**src/rtl/core/value_noise_sampler_2d_unit_assert.svh**
```systemverilog
// Assertion macros for the value noise sampler.
// Both macros sample on the rising edge of clock.
`ifndef VALUE_NOISE_SAMPLER_2D_UNIT_ASSERT_SVH
`define VALUE_NOISE_SAMPLER_2D_UNIT_ASSERT_SVH
`ifndef NO_ASSERTIONS
`define VNS_ASSERT_CLK(label, expr) \
   label: assert property (@(posedge clock) disable iff (reset) expr) \
      else $error("vns assertion failed");
`define VNS_ASSERT_RAW(label, expr) \
   label: assert property (@(posedge clock) expr) \
      else $error("vns assertion failed");
`else
`define VNS_ASSERT_CLK(label, expr)
`define VNS_ASSERT_RAW(label, expr)
`endif
`endif

```
**src/rtl/core/vns_pkg.sv**
```systemverilog
`timescale 1ns / 1ps
package vns_pkg;
   localparam int NUM_STAGES  = 16;
   localparam int CSR_IDX_W   = 3;
   localparam int CSR_DATA_W  = 32;
   localparam int SIDE_LOG2_W = 5;
   localparam int FREQ_W      = 24;
   localparam int AMP_W       = 24;
   localparam int NOISE_W     = 24;
   localparam int POS_W       = 32;
   localparam int LAT_W       = 32;
   localparam int VALUE_W     = 36;   // smoothed lattice value, 2^-34 units
   localparam int AMP_RSHIFT  = 34;

   localparam logic [31:0] HASH_MUL_Y    = 32'd57;
   localparam logic [31:0] HASH_MUL_SEED = 32'd131;
   localparam int          HASH_SHIFT    = 13;
   localparam logic [31:0] HASH_K1       = 32'd15731;
   localparam logic [31:0] HASH_K2       = 32'd789221;
   localparam logic [31:0] HASH_K3       = 32'd1376312589;
   localparam logic [31:0] HASH_MASK     = 32'h7fff_ffff;
   localparam logic [31:0] LATTICE_ONE   = 32'h4000_0000;

   localparam logic [31:0]            SEED_RST      = 32'd0;
   localparam logic [SIDE_LOG2_W-1:0] SIDE_LOG2_RST = 5'd6;
   localparam logic [FREQ_W-1:0]      FREQ_RST      = 24'd65536;
   localparam logic [AMP_W-1:0]       AMP_RST       = 24'd65536;

   typedef enum logic [CSR_IDX_W-1:0] {
      CSR_SEED      = 3'd0,
      CSR_SIDE_LOG2 = 3'd1,
      CSR_FREQUENCY = 3'd2,
      CSR_AMPLITUDE = 3'd3,
      CSR_OFFSET_X  = 3'd4,
      CSR_OFFSET_Y  = 3'd5
   } csr_index_type;

   // load strobe per pipeline stage, stage 1 nearest the input
   typedef struct packed {
      logic [NUM_STAGES:1] load;
   } pipe_ctl_type;
endpackage

```
**src/rtl/core/vns_hash.sv**
```systemverilog
`timescale 1ns / 1ps
// Lattice hash of one point, stages 4 to 7.
module vns_hash #(
   parameter int MAX_SIDE_LOG2 = 16
) (
   input  logic                         clock,
   input  vns_pkg::pipe_ctl_type        ctl,
   input  logic [MAX_SIDE_LOG2-1:0]     x_coord,
   input  logic [MAX_SIDE_LOG2-1:0]     y_coord,
   input  logic [31:0]                  seed,
   output logic signed [vns_pkg::LAT_W-1:0] lattice
);
   logic [31:0] mix;
   logic [31:0] n_in, n_ff;
   logic [31:0] nn_in, nn_ff, n5_ff;
   logic [31:0] t_in, t_ff, n6_ff;
   logic [31:0] h;
   logic signed [vns_pkg::LAT_W-1:0] lat_in, lat_ff;

   assign mix    = 32'(x_coord) + 32'(y_coord) * vns_pkg::HASH_MUL_Y
                 + seed * vns_pkg::HASH_MUL_SEED;
   assign n_in   = (mix << vns_pkg::HASH_SHIFT) ^ mix;
   assign nn_in  = n_ff * n_ff;
   assign t_in   = nn_ff * vns_pkg::HASH_K1 + vns_pkg::HASH_K2;
   assign h      = (n6_ff * t_ff + vns_pkg::HASH_K3) & vns_pkg::HASH_MASK;
   assign lat_in = $signed(vns_pkg::LATTICE_ONE - h);

   always_ff @(posedge clock) begin
      if (ctl.load[4]) begin
         n_ff <= n_in;
      end
      if (ctl.load[5]) begin
         nn_ff <= nn_in;
         n5_ff <= n_ff;
      end
      if (ctl.load[6]) begin
         t_ff  <= t_in;
         n6_ff <= n5_ff;
      end
      if (ctl.load[7]) begin
         lat_ff <= lat_in;
      end
   end

   assign lattice = lat_ff;
endmodule

```
**config.mk**
```make
export PLATFORM = sky130hd
export DESIGN_NAME = vns_hash
export DESIGN_NICKNAME = d
export VERILOG_FILES = /design/src/rtl/core/value_noise_sampler_2d_unit_assert.svh /design/src/rtl/core/vns_pkg.sv /design/src/rtl/core/vns_hash.sv
export SDC_FILE = /design/constraint.sdc
export NUM_CORES = 2
export LEC_CHECK = 0
export BUFFER_PORTS_ARGS = -buffer_cell sky130_fd_sc_hd__buf_4
export CAP_MARGIN = 25
export CORE_UTILIZATION = 30
export CTS_CLUSTER_DIAMETER = 100
export DETAILED_ROUTE_END_ITERATION = 16
export PLACE_DENSITY_LB_ADDON = 0.12
export SYNTH_ARGS = -nofsm -noshare
export SYNTH_HDL_FRONTEND = slang
export SYNTH_SLANG_ARGS = --single-unit
```
**constraint.sdc**
```tcl
create_clock -name clock -period 12.29 [get_ports clock]
set_clock_uncertainty 0.1 [all_clocks]
set_input_delay 3.687 -clock clock [delete_from_list [all_inputs] [get_ports clock]]
set_output_delay 3.687 -clock clock [all_outputs]
set_load 0.02 [all_outputs]
```
=== After elaboration in Yosys (flattened, before gate mapping) ===
Index checks and enable logic that the tools add are counted.

* Bits in registers: 192
* Output and inout port bits: 32
* Input bits: 81
* Word-level logic and storage cells: 17

* Add/sub/neg operators: 5
* Multiply operators: 5
* Bitwise logic cells: 1

{| class="wikitable"
|+ Operator list
! kind !! number
|-
| $add A23 B32 Y32 || 1
|-
| $add A32 B20 Y32 const B || 1
|-
| $mul A32 B14 Y32 const B || 1
|-
| $mul A32 B32 Y31 || 1
|-
| $mul A32 B32 Y32 || 1
|-
| $mul A32 B8 Y32 const B || 1
|-
| $sub A31 B31 Y32 const A || 1
|-
| $xor A32 B32 Y32 || 1
|-
| $add A31 B31 Y31 const B || 1
|-
| $add A16 B22 Y23 || 1
|-
| $mul A16 B6 Y22 const B || 1
|}

=== Logic depth before layout (Yosys ltp) ===
* Depth in word-level cells: 4
* Depth in mapped cells: 30

=== Worst setup path before layout ===
No wires, ideal clock.

* Path type: in2reg
* Start: input port y_coord[8]
* End: register n_ff[29], data pin
* Stages on the path: 19
* Path slack: 3.232 ns
* Buffers on the path: 0
* Required time: 11.930 ns
* Arrival: 8.699 ns
* Path through: fa_1 fa_1 fa_1 inv_1 fa_1 inv_1 ha_1 fa_1 ha_1 a21o_1 a21o_1 a221o_1 a21oi_1 o32ai_1 o221a_2 a311o_1 a21o_1 a21oi_1 xnor2_1

* Word-level cells in the longest chain between the ends: 4

{| class="wikitable"
|+ RTL lines
! item !! RTL line !! text
|-
| start, declared || vns_hash.sv:9 || <nowiki>input logic [MAX_SIDE_LOG2-1:0] y_coord,</nowiki>
|-
| $mul A16 B6 Y22 || vns_hash.sv:20 || <nowiki>assign mix = 32'(x_coord) + 32'(y_coord) * vns_pkg::HASH_MUL_Y</nowiki>
|-
| $add A16 B22 Y23 || vns_hash.sv:20 ||
|-
| $add A23 B32 Y32 || vns_hash.sv:21 || <nowiki>+ seed * vns_pkg::HASH_MUL_SEED;</nowiki>
|-
| $xor A32 B32 Y32 || vns_hash.sv:22 || <nowiki>assign n_in = (mix << vns_pkg::HASH_SHIFT) ^ mix;</nowiki>
|-
| net n_in[29] || vns_hash.sv:14 || <nowiki>logic [31:0] n_in, n_ff;</nowiki>
|-
| end signal, assigned || vns_hash.sv:30 || <nowiki>n_ff <= n_in;</nowiki>
|-
| end, declared || vns_hash.sv:14 ||
|}

The timed path passes the listed nets, and every way through them passes these cells.
A chain may end at the register's enable or synchronous reset.

=== Worst setup path after layout ===
* Start: input port y_coord[0]
* End: register n_ff[28], data pin

The elaborated chain is that of the path after synthesis.

==> results.md <==
* Unrepaired setup endpoints after global routing: no
* Largest net degree at the start of global routing at 61
* Required time at the endpoint of the critical path at 12.44 ns
* Worst slew pin tran at 1.043 ns
* Top cells by area in the synthesized netlist: fa_1 43%, ha_1 14%, edfxtp_1 12%
* Worst hold stages at 0
* Number of design rule violations left after detail routing at 0
* Synthesis Warnings at 0
* Number of instances resized during post-cts repair at 0
* Effective utilization at floorplan at 0.3026
* CORE AREA at 150000 sq um
* Max-slew headroom at the worst pin at 0.3044
* Post-synthesis instance area at 45380 sq um
* Placement-stage cell area at 48620 sq um
* Worst Min Path Start: n5_ff[1]
* Total Nets Final at 6115
* Number of antenna violations at the first check in global routing at 4
* Data arrival time of the critical path at between 9 and 10 ns
* Grt total ovfl at 0
* Final hold viol count at 0
* Origin of the critical flop-to-flop path: t_ff[11]
* # H-tree levels at 4
* Tcrit/Tclk final at 0.7432
* Part of the Yosys area used for sequential elements at 0.1218
* Number of buffers created by CTS at 17
* Path class of the lowest-slack min-delay path: register to register
* Average detailed-routed wire length per instance at about 17 microns
* CTS tree: built
* Critical path startpoint category: input pin
* Worst-path maximum fanout at 4
* Post-synth top area cell: fa_1
* Port buffer count at 99
* Layout filler cell count at 15738
* Vias at 28557
* Total length of routed wires at between 100 and 150 mm
* Overall routing resource usage at 0.1572
* Placer's final routability congestion estimate at ~0.79
* First-pass iteration count of the detailed router at 5
* Cell-by-cell listing of the critical path: buf_4 -> fa_1 -> inv_1 -> fa_1 -> inv_1 -> ha_1 -> fa_1 -> ha_1 -> fa_1 -> ha_1 -> or3_1 -> a31oi_1 -> nor2_1 -> o41ai_1 -> o21bai_1 -> a21oi_1 -> xor2_1 -> xor3_1
* Post-CTS Hold Buffers at 0
* Critical Path Sink Type: register
* Number of ports placed on the die boundary at 113
* Clock Pin Slew Worst Setup and Hold Paths at 0.08 ns
* Maximum Capacitance Violations at 0
* Die Width at 390.9 microns
* Slew Viols, Final at 0
* Site Rows at 142
* Final design instance area without fill at 49240 sq um
* Worst-case clock buffer depth at 2
* Critical-path top delay cell: fa_1
* Largest stage delay on the critical path at 0.53 ns
* Number of global-route vias before repair at between 30000 and 40000
* Mapped Cells at approximately 4500
* Final antenna-violating net count at 0
* Clk sinks at 184
* DP HPWL at 94.16 mm
* Number of flops mapped to enable cells by yosys at 184
* Highest clock frequency the design can meet at 109.5 MHz
* Most common library cell in the layout ignoring fill and taps: inv_1
* Area fraction of the dominant cell type after synthesis at 0.4270
* Synth Flop Type: edfxtp_1
* Cell depth of the worst flop-to-flop path at 26
* Post-synthesis area per instance at 10.04 sq um
* Async set-reset flop share out of synthesis at 0
* Clock latency at the later pin of the worst-skew pair at 0.51 ns
* Initial drt markers at 931
* Most frequent cells in the layout: 1262 x inv_1, 968 x fa_1, 495 x ha_1
* Clock root buffer master: clkbuf_16
* Worst setup slack before clock tree synthesis at 2.592 ns
* Worst Setup Path Type: input pin to register
* Count of distinct cell types in the synthesized netlist at 74
* Worst-case setup margin in the final layout at 3.156 ns
* Ratio of routed vias to standard cells at around 4.3
* Yosys reg bits at about 180
* Fin Setup TNS at 0 ns
* Syn-to-layout area delta at 8.509%
* Crit path launch: y_coord[0]
* Total of endpoints with negative setup slack in the final report at 0
* Min cycle time layout at 9.134 ns
* Ratio of cells with drive above 1 in the final layout at 0.04319
* Setup repair bufs after CTS at 0
* First-pass GRT wire length at 183.9 mm
* Post-Route Utilization at 0.3284
* Full die area at 152800 sq um
* Outcome: finished, final reports clean
* Die boundary height at 390.9 microns
* Dominant cell type by count on the critical path: fa_1
synthesized netlist by cell type (all sizes together), types with 12 or more instances:
library cell and number:
nand2b 17, a21o 42, fa 968, ha 495
o21bai 14, xor2 67, inv 1263, xnor2 193
a21oi 73, nor2b 13, nand2 354, o21ai 40
a211oi 15, nor3 21, o21a 23, nand3 18
o211ai 14, clkbuf 120, and3 12, edfxtp 184
nor2 74, and2 382
per-layer routing:
metal  global-route usage  vias to the layer above  wire (microns)
met1               0.1963                    14568           49690
met3              0.01393                      102            2951
met5                    0                        -               0
li1                     -                    13554               -
met4              0.04143                        0            2717
met2               0.2881                      333           57680
cells by family (layout without fill, tap and decap cells):
| logic type | count (synthesis) | in the layout | share of synthesized area |
|---|---|---|---|
| xor+xnor | 261 | 261 | 0.05071 |
| mux | 3 | 3 | 0.0006893 |
| fa+ha+maj | 1463 | 1463 | 0.5635 |
| buf+inv | 1383 | 1445 | 0.1144 |
| flops | 184 | 184 | 0.1218 |
| simple gates | 939 | 939 | 0.1062 |
| other cells | 2 | 8 | 0.0001655 |
| compound gates | 285 | 285 | 0.04260 |
stage by stage:
stage | std cells | hold slack (ns)
4_1_cts | 6599 | 0.3210
5_1_grt | 6600 | 0.3249
2_1_floorplan | 4522 | 0.3003
3_3_place_gp | 6564 | 0.3007
3_5_place_dp | 6567 | 0.3045
6_report | 6604 | 0.3183
layout make-up:
type	instances	area [sq um]	share of cell area
Multi-Input combinational cell	2955	34670	0.7041
Sequential cell	184	5525	0.1122
Inverter	1263	4741	0.09628
Tap cell	2016	2522	0.05123
Timing Repair Buffer	150	1181	0.02399
Clock buffer	17	425.4	0.008640
Clock inverter	15	165.2	0.003354
Antenna cell	4	10.01	0.0002033
registers in the layout (all words and copies together), names as in the netlist:
register  cells
lattice      32
n5_ff        30
n6_ff        31
n_ff         31
nn_ff        30
t_ff         30
critical path, delay by kind of cell:
family / cells / cell delay [ns]
buffers and inverters: 3 / 0.23
adders and majority gates: 7 / 2.80
and+or+nand+nor: 2 / 0.50
AOI/OAI and AO/OA: 4 / 1.32
xor gates and xnor gates: 2 / 0.73
final timing paths:
path / slack [ns] / to
min: 0.32 / n6_ff[1]
max reg2reg: 3.53 / lattice[30]
max: 3.16 / n_ff[28]
min reg2reg: 0.32 / n6_ff[1]
Power is left out: the tool's default activity adds up to more than one toggle a clock period on the data nets, which glitch-free logic cannot reach.
